<file path="src/hdl/thpt_pkg.sv">
package thpt_pkg;

	typedef enum logic [2:0] {
		ST_IDLE,
		ST_SCAN,
		ST_PRUNE,
		ST_UPDATE,
		ST_OUT
	} state_t;

	// Controller commands to the datapath
	typedef struct packed {
		logic load;
		logic scan;
		logic prune;
		logic update;
		logic out_set;
	} cmd_t;

	// Datapath status to the controller
	typedef struct packed {
		logic is_tick;
		logic last_slot;
	} stat_t;

	localparam logic [11:0] MIN_FRAME_LEN = 12'd24;
	localparam logic [31:0] DECAY_GAP_US  = 32'd35000;
	localparam logic signed [7:0] PHY_RSSI_MIN = -8'sd80;
	localparam logic [31:0] PHY_CENTER_US = 32'd10000;
	localparam logic [7:0]  PHY_MIN_BURSTS = 8'd4;
	localparam logic [11:0] TDD_MIN_LEN = 12'd60;

	localparam logic [2:0] REG_RSSI  = 3'd0;
	localparam logic [2:0] REG_HOPW  = 3'd1;
	localparam logic [2:0] REG_HOPN  = 3'd2;
	localparam logic [2:0] REG_HITS  = 3'd3;
	localparam logic [2:0] REG_TOL   = 3'd4;
	localparam logic [2:0] REG_PRUNE = 3'd5;
	localparam logic [2:0] REG_HOLD  = 3'd6;

	// Bin centre by rate code (1..5)
	function automatic logic [31:0] bin_center(input logic [2:0] code);
		case (code)
			3'd1: bin_center = 32'd2000;
			3'd2: bin_center = 32'd4000;
			3'd3: bin_center = 32'd6667;
			3'd4: bin_center = 32'd10000;
			default: bin_center = 32'd20000;
		endcase
	endfunction

	function automatic logic [8:0] bin_rate(input logic [2:0] code);
		case (code)
			3'd1: bin_rate = 9'd500;
			3'd2: bin_rate = 9'd250;
			3'd3: bin_rate = 9'd150;
			3'd4: bin_rate = 9'd100;
			3'd5: bin_rate = 9'd50;
			default: bin_rate = 9'd0;
		endcase
	endfunction

	function automatic logic in_window(input logic [31:0] d, input logic [31:0] c,
			input logic [11:0] tol);
		logic [31:0] lo;
		logic [32:0] hi;
		lo = (c > {20'd0, tol}) ? c - {20'd0, tol} : 32'd0;
		hi = {1'b0, c} + {21'd0, tol};
		in_window = (d >= lo) && ({1'b0, d} <= hi);
	endfunction

endpackage

</file>
<file path="src/hdl/thpt_ctrl.sv">
module thpt_ctrl (
	input  logic clk,
	input  logic arst_n,
	input  logic in_valid,
	output logic in_stall,
	output logic out_valid,
	input  logic out_stall,
	output logic cfg_ready,
	output thpt_pkg::cmd_t cmd,
	input  thpt_pkg::stat_t stat
);

	thpt_pkg::state_t state_q, state_d;

	// state register
	always_ff @(posedge clk or negedge arst_n) begin
		if (!arst_n) begin
			state_q <= thpt_pkg::ST_IDLE;
		end else begin
			state_q <= state_d;
		end
	end

	// next state and commands
	always_comb begin
		state_d = state_q;
		cmd = '0;
		in_stall = 1'b1;
		out_valid = 1'b0;
		cfg_ready = 1'b0;
		unique case (state_q)
			thpt_pkg::ST_IDLE: begin
				in_stall = 1'b0;
				cfg_ready = !in_valid;
				if (in_valid) begin
					cmd.load = 1'b1;
					state_d = thpt_pkg::ST_SCAN;
				end
			end
			thpt_pkg::ST_SCAN: begin
				if (stat.is_tick) begin
					cmd.prune = 1'b1;
					if (stat.last_slot) state_d = thpt_pkg::ST_UPDATE;
				end else begin
					cmd.scan = 1'b1;
					if (stat.last_slot) state_d = thpt_pkg::ST_UPDATE;
				end
			end
			thpt_pkg::ST_PRUNE: state_d = thpt_pkg::ST_UPDATE;
			thpt_pkg::ST_UPDATE: begin
				cmd.update = 1'b1;
				cmd.out_set = 1'b1;
				state_d = thpt_pkg::ST_OUT;
			end
			thpt_pkg::ST_OUT: begin
				out_valid = 1'b1;
				if (!out_stall) state_d = thpt_pkg::ST_IDLE;
			end
			default: state_d = thpt_pkg::ST_IDLE;
		endcase
	end

endmodule

</file>
<file path="src/hdl/thpt_dp.sv">
module thpt_dp #(
	parameter int TRACK_SLOTS = 16,
	parameter int CHAN_LOW = 1,
	parameter int CHAN_HIGH = 13
) (
	input  logic clk,
	input  logic arst_n,
	input  thpt_pkg::cmd_t cmd,
	output thpt_pkg::stat_t stat,
	input  logic        mode,
	input  logic [47:0] src_mac,
	input  logic [3:0]  channel,
	input  logic signed [7:0] rssi,
	input  logic [31:0] time_us,
	input  logic [31:0] now_ms,
	input  logic [11:0] frame_len,
	input  logic        rx_error,
	input  logic        vendor_match,
	input  logic        cfg_we,
	input  logic [2:0]  cfg_index,
	input  logic [15:0] cfg_data,
	output logic        detected,
	output logic [3:0]  behaviour_flags,
	output logic [8:0]  rate_hz,
	output logic [3:0]  hop_count,
	output logic [2:0]  track_flags,
	output logic        tracked
);

	localparam int SW = (TRACK_SLOTS > 1) ? $clog2(TRACK_SLOTS) : 1;

	// configuration registers
	logic signed [7:0] rssi_thr_q;
	logic [15:0] hop_win_q, prune_age_q, hold_time_q;
	logic [3:0]  hop_min_q;
	logic [7:0]  min_hits_q;
	logic [11:0] tol_q;

	always_ff @(posedge clk or negedge arst_n) begin
		if (!arst_n) begin
			rssi_thr_q  <= -8'sd90;
			hop_win_q   <= 16'd600;
			hop_min_q   <= 4'd3;
			min_hits_q  <= 8'd4;
			tol_q       <= 12'd200;
			prune_age_q <= 16'd2500;
			hold_time_q <= 16'd5000;
		end else if (cfg_we) begin
			unique case (cfg_index)
				thpt_pkg::REG_RSSI:  rssi_thr_q  <= cfg_data[7:0];
				thpt_pkg::REG_HOPW:  hop_win_q   <= cfg_data;
				thpt_pkg::REG_HOPN:  hop_min_q   <= cfg_data[3:0];
				thpt_pkg::REG_HITS:  min_hits_q  <= cfg_data[7:0];
				thpt_pkg::REG_TOL:   tol_q       <= cfg_data[11:0];
				thpt_pkg::REG_PRUNE: prune_age_q <= cfg_data;
				thpt_pkg::REG_HOLD:  hold_time_q <= cfg_data;
				default: ;
			endcase
		end
	end

	// captured request
	logic        mode_q, rxerr_q, vend_q;
	logic [47:0] mac_q;
	logic [3:0]  chan_q;
	logic signed [7:0] rssi_q;
	logic [31:0] tus_q, now_q;
	logic [11:0] len_q;

	always_ff @(posedge clk) begin
		if (cmd.load) begin
			mode_q <= mode; mac_q <= src_mac; chan_q <= channel; rssi_q <= rssi;
			tus_q <= time_us; now_q <= now_ms; len_q <= frame_len;
			rxerr_q <= rx_error; vend_q <= vendor_match;
		end
	end

	// track table
	logic [TRACK_SLOTS-1:0] valid_q, arr_valid_q;
	logic [47:0] addr_q  [TRACK_SLOTS];
	logic [31:0] wstart_q[TRACK_SLOTS];
	logic [31:0] seen_q  [TRACK_SLOTS];
	logic [15:0] cset_q  [TRACK_SLOTS];
	logic [3:0]  ctot_q  [TRACK_SLOTS];
	logic [31:0] arr_q   [TRACK_SLOTS];
	logic [7:0]  hits_q  [TRACK_SLOTS];
	logic [2:0]  code_q  [TRACK_SLOTS];
	logic [2:0]  tfl_q   [TRACK_SLOTS];

	// scan state
	logic [SW:0] idx_q;
	logic [SW-1:0] idx;
	logic [SW-1:0] pick_q;
	logic [31:0] oldest_q;
	logic        found_q;

	assign idx = idx_q[SW-1:0];
	assign stat.is_tick = mode_q;
	assign stat.last_slot = (idx_q == (SW+1)'(TRACK_SLOTS - 1));

	logic [31:0] age;
	assign age = now_q - seen_q[idx];

	always_ff @(posedge clk or negedge arst_n) begin
		if (!arst_n) begin
			idx_q <= '0;
			found_q <= 1'b0;
			oldest_q <= '1;
			pick_q <= '0;
		end else if (cmd.load) begin
			idx_q <= '0;
			found_q <= 1'b0;
			oldest_q <= '1;
			pick_q <= '0;
		end else if (cmd.scan || cmd.prune) begin
			idx_q <= idx_q + 1'b1;
			if (cmd.scan && !found_q) begin
				if (valid_q[idx] && addr_q[idx] == mac_q) begin
					found_q <= 1'b1;
					pick_q <= idx;
				end else if (!valid_q[idx]) begin
					pick_q <= idx;
					oldest_q <= '0;
				end else if (seen_q[idx] < oldest_q) begin
					oldest_q <= seen_q[idx];
					pick_q <= idx;
				end
			end
		end
	end

	// frame classification
	logic above_thr, phy_run, long_frame, addr_ok, do_track;
	assign above_thr = rssi_q >= rssi_thr_q;
	assign phy_run = above_thr && rxerr_q && (rssi_q >= thpt_pkg::PHY_RSSI_MIN);
	assign long_frame = above_thr && (len_q >= thpt_pkg::MIN_FRAME_LEN);
	assign addr_ok = !(mac_q[40] || mac_q[47:24] == 24'd0);
	assign do_track = long_frame && addr_ok;

	// held detection state
	logic [3:0]  hflags_q;
	logic [8:0]  hrate_q;
	logic [3:0]  hhops_q;
	logic        hdet_q, phy_valid_q;
	logic [31:0] ldet_q, phy_last_q;
	logic [7:0]  bursts_q;

	// selected track, taken fresh if newly allocated
	logic [SW-1:0] t;
	logic        fresh;
	logic [31:0] ws0, dwin;
	logic [15:0] cs0, cs1, cmask;
	logic [3:0]  ct0, ct1;
	logic        in_rng, hop;
	logic [31:0] d;
	logic        iv;
	logic [2:0]  bcode;
	logic [7:0]  h0, h1;
	logic [2:0]  c1, f1;
	logic [3:0]  hf1;
	logic [8:0]  hr1;
	logic [3:0]  hh1;
	logic [31:0] pd;
	logic        pwin;
	logic [7:0]  pb1;

	always_comb begin
		t = pick_q;
		fresh = !found_q;
		ws0 = fresh ? now_q : wstart_q[t];
		cs0 = fresh ? 16'd0 : cset_q[t];
		ct0 = fresh ? 4'd0 : ctot_q[t];
		h0  = fresh ? 8'd0 : hits_q[t];
		c1  = fresh ? 3'd0 : code_q[t];
		f1  = fresh ? 3'd0 : tfl_q[t];
		iv  = fresh ? 1'b0 : arr_valid_q[t];
		hf1 = hflags_q; hr1 = hrate_q; hh1 = hhops_q;
		pb1 = bursts_q;
		// phy burst detector
		pd = tus_q - phy_last_q;
		pwin = thpt_pkg::in_window(pd, thpt_pkg::PHY_CENTER_US, tol_q);
		if (phy_run && phy_valid_q) begin
			if (pwin) begin
				if (pb1 != 8'hFF) pb1 = pb1 + 8'd1;
				if (pb1 >= thpt_pkg::PHY_MIN_BURSTS) begin
					hf1 = hf1 | 4'b1010;
					hr1 = 9'd100;
				end
			end else if (pd > thpt_pkg::DECAY_GAP_US) begin
				pb1 = 8'd0;
			end
		end
		// channel window
		dwin = now_q - ws0;
		if (dwin > {16'd0, hop_win_q}) begin
			ws0 = now_q; cs0 = 16'd0; ct0 = 4'd0;
		end
		in_rng = (chan_q >= 4'(CHAN_LOW)) && (chan_q <= 4'(CHAN_HIGH));
		cmask = 16'd1 << chan_q;
		cs1 = cs0; ct1 = ct0;
		if (in_rng && !(|(cs0 & cmask))) begin
			cs1 = cs0 | cmask;
			if (ct0 != 4'd15) ct1 = ct0 + 4'd1;
		end
		hop = ct1 >= hop_min_q;
		if (do_track && hop) begin
			f1 = f1 | 3'b001; hf1 = hf1 | 4'b0001; hh1 = ct1;
		end
		// interval bins
		d = tus_q - arr_q[t];
		bcode = 3'd0;
		for (int k = 5; k >= 1; k--)
			if (thpt_pkg::in_window(d, thpt_pkg::bin_center(3'(k)), tol_q)) bcode = 3'(k);
		h1 = h0;
		if (iv && tus_q > arr_q[t]) begin
			if (bcode != 3'd0) begin
				if (c1 == bcode) begin
					if (h1 != 8'hFF) h1 = h1 + 8'd1;
				end else begin
					c1 = bcode; h1 = 8'd1;
				end
				if (h1 >= min_hits_q && do_track) begin
					if (bcode == 3'd4 || (bcode == 3'd5 && len_q > thpt_pkg::TDD_MIN_LEN)) begin
						f1 = f1 | 3'b010; hf1 = hf1 | 4'b0010;
					end else begin
						f1 = f1 | 3'b100; hf1 = hf1 | 4'b0100;
					end
					hr1 = thpt_pkg::bin_rate(bcode);
				end
			end else if (d > thpt_pkg::DECAY_GAP_US) begin
				h1 = 8'd0;
			end else if (h1 != 8'd0) begin
				h1 = h1 - 8'd1;
			end
		end
	end

	// table and held state update
	always_ff @(posedge clk or negedge arst_n) begin
		if (!arst_n) begin
			valid_q <= '0; arr_valid_q <= '0;
			hflags_q <= '0; hrate_q <= '0; hhops_q <= '0; hdet_q <= 1'b0;
			ldet_q <= '0; phy_last_q <= '0; phy_valid_q <= 1'b0; bursts_q <= '0;
		end else if (cmd.prune) begin
			if (valid_q[idx] && age >= {16'd0, prune_age_q}) valid_q[idx] <= 1'b0;
		end else if (cmd.update) begin
			if (mode_q) begin
				if (hdet_q && (now_q - ldet_q) >= {16'd0, hold_time_q}) begin
					hdet_q <= 1'b0; hflags_q <= '0; hrate_q <= '0; hhops_q <= '0;
				end
			end else if (above_thr) begin
				hflags_q <= hf1; hrate_q <= hr1; hhops_q <= hh1; bursts_q <= pb1;
				if (phy_run) begin
					phy_last_q <= tus_q; phy_valid_q <= 1'b1;
				end
				if (do_track) begin
					valid_q[t] <= 1'b1; arr_valid_q[t] <= 1'b1;
				end
				if (long_frame && (vend_q || hf1 != 4'd0)) begin
					hdet_q <= 1'b1; ldet_q <= now_q;
				end
			end
		end
	end

	always_ff @(posedge clk) begin
		if (cmd.update && !mode_q && do_track) begin
			addr_q[t] <= mac_q; wstart_q[t] <= ws0; seen_q[t] <= now_q;
			cset_q[t] <= cs1; ctot_q[t] <= ct1; arr_q[t] <= tus_q;
			hits_q[t] <= h1; code_q[t] <= c1; tfl_q[t] <= f1;
		end
	end

	// result register
	logic [2:0] tf_q;
	logic       trk_q;
	always_ff @(posedge clk or negedge arst_n) begin
		if (!arst_n) begin
			tf_q <= '0; trk_q <= 1'b0;
		end else if (cmd.out_set) begin
			trk_q <= !mode_q && do_track;
			tf_q <= (!mode_q && do_track) ? f1 : 3'd0;
		end
	end

	assign detected = hdet_q;
	assign behaviour_flags = hflags_q;
	assign rate_hz = hrate_q;
	assign hop_count = hhops_q;
	assign track_flags = tf_q;
	assign tracked = trk_q;

endmodule

</file>
<file path="src/hdl/transmitter_hop_and_period_tracker.sv">
// Transmitter hop and period tracker.
// Each request is taken in idle; the slot scan/prune then walks one table entry a cycle,
// followed by an update step and a result step that holds until the sink takes the
// result. A new request is taken only once the block is back in idle.
// Reset (arst_n low): tracks invalid, held state clear, registers at defaults.
module transmitter_hop_and_period_tracker #(
	parameter int TRACK_SLOTS = 16,
	parameter int CHAN_LOW = 1,
	parameter int CHAN_HIGH = 13
) (
	input  logic        clk,
	input  logic        arst_n,
	input  logic        in_valid,
	output logic        in_stall,
	input  logic        mode,
	input  logic [47:0] src_mac,
	input  logic [3:0]  channel,
	input  logic signed [7:0] rssi,
	input  logic [31:0] time_us,
	input  logic [31:0] now_ms,
	input  logic [11:0] frame_len,
	input  logic        rx_error,
	input  logic        vendor_match,
	input  logic        cfg_valid,
	output logic        cfg_ready,
	input  logic [2:0]  cfg_index,
	input  logic [15:0] cfg_data,
	output logic        out_valid,
	input  logic        out_stall,
	output logic        detected,
	output logic [3:0]  behaviour_flags,
	output logic [8:0]  rate_hz,
	output logic [3:0]  hop_count,
	output logic [2:0]  track_flags,
	output logic        tracked
);

	thpt_pkg::cmd_t  cmd;
	thpt_pkg::stat_t stat;

	thpt_ctrl u_ctrl (
		.clk(clk), .arst_n(arst_n), .in_valid(in_valid), .in_stall(in_stall),
		.out_valid(out_valid), .out_stall(out_stall), .cfg_ready(cfg_ready),
		.cmd(cmd), .stat(stat)
	);

	thpt_dp #(.TRACK_SLOTS(TRACK_SLOTS), .CHAN_LOW(CHAN_LOW), .CHAN_HIGH(CHAN_HIGH)) u_dp (
		.clk(clk), .arst_n(arst_n), .cmd(cmd), .stat(stat),
		.mode(mode), .src_mac(src_mac), .channel(channel), .rssi(rssi),
		.time_us(time_us), .now_ms(now_ms), .frame_len(frame_len),
		.rx_error(rx_error), .vendor_match(vendor_match),
		.cfg_we(cfg_valid && cfg_ready), .cfg_index(cfg_index), .cfg_data(cfg_data),
		.detected(detected), .behaviour_flags(behaviour_flags), .rate_hz(rate_hz),
		.hop_count(hop_count), .track_flags(track_flags), .tracked(tracked)
	);

endmodule

</file>
<file path="config.mk">
export PLATFORM = sky130hd
export DESIGN_NAME = transmitter_hop_and_period_tracker
export DESIGN_NICKNAME = d
export VERILOG_FILES = /design/src/hdl/thpt_pkg.sv /design/src/hdl/thpt_ctrl.sv /design/src/hdl/thpt_dp.sv /design/src/hdl/transmitter_hop_and_period_tracker.sv
export SDC_FILE = /design/constraint.sdc
export NUM_CORES = 2
export LEC_CHECK = 0
export ABC_AREA = 0
export BUFFER_PORTS_ARGS = -buffer_cell sky130_fd_sc_hd__buf_2
export CAP_MARGIN = 20
export CORE_MARGIN = 2
export CORE_UTILIZATION = 45
export CTS_BUF_LIST = sky130_fd_sc_hd__clkbuf_2 sky130_fd_sc_hd__clkbuf_4 sky130_fd_sc_hd__clkbuf_8
export DETAILED_ROUTE_END_ITERATION = 10
export PLACE_DENSITY = 0.59
export SYNTH_ARGS = -nofsm -noshare
export SYNTH_HDL_FRONTEND = slang
export SYNTH_SLANG_ARGS = --single-unit
</file>
<file path="constraint.sdc">
create_clock -name clk -period 19.8 [get_ports clk]
set_input_delay 0 -clock clk [delete_from_list [all_inputs] [get_ports clk]]
set_output_delay 0 -clock clk [all_outputs]
set_load 0.005 [all_outputs]
</file>
==> results.json <==
{
  "cts_tree": "done",
  "drtPass1Iterations": 8,
  "antenna_found_initial": 22,
  "grt_pass1_vias": 80939,
  "grt_overflow": 0,
  "synthArstFlopShare": 0.0782,
  "power_mw": 24.6,
  "status": "complete, no violations",
  "multi_input_area_um2": 42100,
  "core_area_um2": 309000,
  "relSlewSlack": 0.233,
  "fin_worst_skew_ns": 0.0670,
  "critPathBufInv": 4,
  "dp_hpwl_mm": 211,
  "syn_inst": 7718,
  "slowest_delay_ns": 0.97,
  "synth_top_area_frac": 0.637,
  "netlist.top_cell.by_area": "edfxtp_1",
  "rsz0062_at_grt": "false",
  "wl_mm": 380,
  "leakagePower_nw": 54.9,
  "crit_type": "reg -> reg",
  "synth-main-ff-cell": "edfxtp_1",
  "ys_seq_area_frac": 0.683,
  "nets": 9346,
  "hold_class": "in -> async",
  "clk_latency_ns": 1.15,
  "grt_first_pass_wirelength_mm": 552,
  "tightest_slew_ns": 1.15,
  "clk_pin_slew_ns": 0.06,
  "end_kind": "flip-flop",
  "max_freq_mhz": 83.1,
  "synth_area_per_cell_um2": 18.1,
  "port_buffers": 187,
  "min_period_ns": 12.03,
  "cts_num_sinks": 3223,
  "grt_usage": 0.239,
  "die_h_um": 562,
  "antenna_left": 0,
  "crit_slowest_cell": "dfrtp_4",
  "area_growth_pct": 15.4,
  "grt_max_degree": 150,
  "ir_drop_mv": 0.117,
  "clockBufferDepth": 4,
  "initial_utilization": 0.453,
  "clock-root-buffer": "clkbuf_8",
  "path_max_fanout": 49,
  "viasPerCell": 5.88,
  "drc_errors": 0,
  "cpMostUsedCell": "a21o_1",
  "std_cell_rows": 204,
  "dpl.cell_count": 11907,
  "ys_warn_count": 0,
  "path_depth": 38,
  "dieArea_um2": 316000,
  "ios": 188,
  "die_w_um": 562,
  "vias": 78190,
  "rr_worst_depth": 38,
  "synth_area_leaders": "edfxtp_1 64%, mux4_2 14%, ha_1 3.9%, dfrtp_1 3.5%, mux2_2 1.1%",
  "cpLargestDelayFamily": "compound AO/OA/AOI/OAI gates",
  "period_share": 0.608,
  "route.detailed.wl_per_inst_um": 28.6,
  "synth_edf_count": 2971,
  "drive_gt1_frac": 0.267,
  "cp.required_ns": 20.79,
  "seqCellArea_um2": 95600,
  "synth_seq_cells": 3223,
  "htreeDepth": 6,
  "fill_cells": 24875,
  "powerDensity_nw_per_um2": 152,
  "finalHoldViolCount": 0,
  "yosysUniqueCellTypes": 102,
  "numCtsBuffers": 546,
  "netlist_area_um2": 140000,
  "gp_congestion": 0.903,
  "startpoint_type": "flip-flop",
  "final-max-slew-violation-count": 0,
  "drt-initial-drc-count": 7191,
  "max_cap_viol_count": 0,
  "cp.arrival_ns": 13.02,
  "final-setup-viol-count": 0,
  "syn_nets": 8323,
  "post_cts_buffers": 0,
  "fin_cells": 13291,
  "setup_tns_ns": 0
}
[kinds of logic after synthesis]
family,share of synthesized area
compound gates,0.0479
xor+xnor,0.0138
fa+ha+maj,0.0399
buf+inv,0.0181
flops,0.683
mux,0.159
other cells,0.0000268
simple gates,0.0384
[power breakdown]
group	internal, mW	switching (mW)	total, mW
Combinational	4.59	5.84	10.4
Clock	3.21	2.72	5.94
Sequential	7.85	0.396	8.24
Total	15.6	8.96	24.6
[path summary, 6_finish.rpt]
| kind | endpoint | slack (ns) | from |
|---|---|---|---|
| min reg2reg | u_dp.arr_valid_q[3] | 0.46 | u_dp.arr_valid_q[3] |
| max in group asynchronous | u_dp.idx_q[1] | 18.32 | arst_n |
| max | u_dp.ldet_q[21] | 7.77 | u_dp.pick_q[0] |
| max reg2reg | u_dp.ldet_q[21] | 7.77 | u_dp.pick_q[0] |
| min in group clk | u_dp.mac_q[35] | 0.12 | src_mac[35] |
| min | u_dp.hop_count[0] | 0.06 | arst_n |
[synthesized netlist by cell type (all sizes together), types with 20 or more instances]
library cell / n
edfxtp: 2971
mux4: 892
ha: 437
inv: 334
nor2: 290
a21oi: 262
nand2: 251
dfrtp: 196
clkbuf: 182
o21ai: 179
xnor2: 166
mux2: 148
a21o: 139
buf: 132
nand3: 74
nand4: 69
nor3: 61
dfstp: 56
xor2: 55
mux2i: 52
nor4: 50
o21a: 47
o22ai: 43
a31oi: 42
nand2b: 42
nor2b: 40
a211oi: 37
and2: 35
o211ai: 34
or2: 33
and3: 28
o21bai: 24
a22o: 21
o31ai: 20
[area by class of cell]
type	count	share of cell area
Timing Repair Buffer	789	0.0415
Antenna cell	10	0.000155
Tap cell	4120	0.0319
Clock inverter	210	0.00945
Inverter	336	0.00780
Multi-Input combinational cell	3845	0.260
Sequential cell	3223	0.592
Clock buffer	758	0.0573
[routing by layer]
layer | track usage | up-vias | part of all wire
li1 | - | 33507 | -
met4 | 0.0755 | 4 | 0.029
met3 | 0.0333 | 589 | 0.057
met5 | 0 | - | 0.000063
met2 | 0.399 | 2726 | 0.49
met1 | 0.324 | 41364 | 0.42
[per-stage QoR]
stage	hold slack [ns]	worst slack [ns]	util	cell area [um2]
global placement	0.126	8.00	0.475	147000
floorplan	-0.296	3.51	-	140000
CTS	0.000713	7.79	0.522	161000
finish	0.0591	7.77	0.523	162000
detailed placement	0.115	7.83	0.475	147000
global route	0.0681	6.96	0.523	162000
[cells in the final DEF (no fill, tap or decap), types with 43 or more instances in the layout]
| master | n |
|---|---|
| a21o_1 | 139 |
| dlygate4sd3_1 | 385 |
| a21oi_1 | 261 |
| o21a_1 | 47 |
| xnor2_1 | 164 |
| mux2i_1 | 51 |
| nand2_1 | 251 |
| buf_2 | 186 |
| clkinv_1 | 113 |
| mux4_2 | 892 |
| edfxtp_1 | 2971 |
| ha_1 | 437 |
| nand3_1 | 74 |
| nor3_1 | 56 |
| nor4_1 | 46 |
| o21ai_0 | 174 |
| o22ai_1 | 43 |
| clkbuf_4 | 188 |
| xor2_1 | 55 |
| dfstp_2 | 56 |
| buf_4 | 196 |
| dfrtp_1 | 187 |
| nor2_1 | 276 |
| inv_1 | 333 |
| mux2_2 | 141 |
| nand4_1 | 69 |
| clkbuf_8 | 570 |
[timing repair]
action | in CTS | in global routing
endpoints found under the hold margin | 525 | 0
hold buffers | 386 | 0
gates resized for setup | 0 | 0
[state kept, by name, summed over array words and instances (netlist names), 32 cells and up]
name,flops
u_dp.arr_q,512
u_dp.tus_q,32
u_dp.wstart_q,512
u_dp.ctot_q,64
u_dp.cset_q,240
u_dp.oldest_q,32
u_dp.hits_q,128
u_dp.tfl_q,48
u_dp.code_q,48
u_dp.phy_last_q,32
u_dp.ldet_q,32
u_dp.seen_q,512
u_dp.mac_q,48
u_dp.addr_q,768
u_dp.now_q,32
[worst min-delay path: cells and delay by family]
family | cells | cell delay [ns]
buffers and inverters | 4 | 1.59
(Power assumes the default switching activity.)
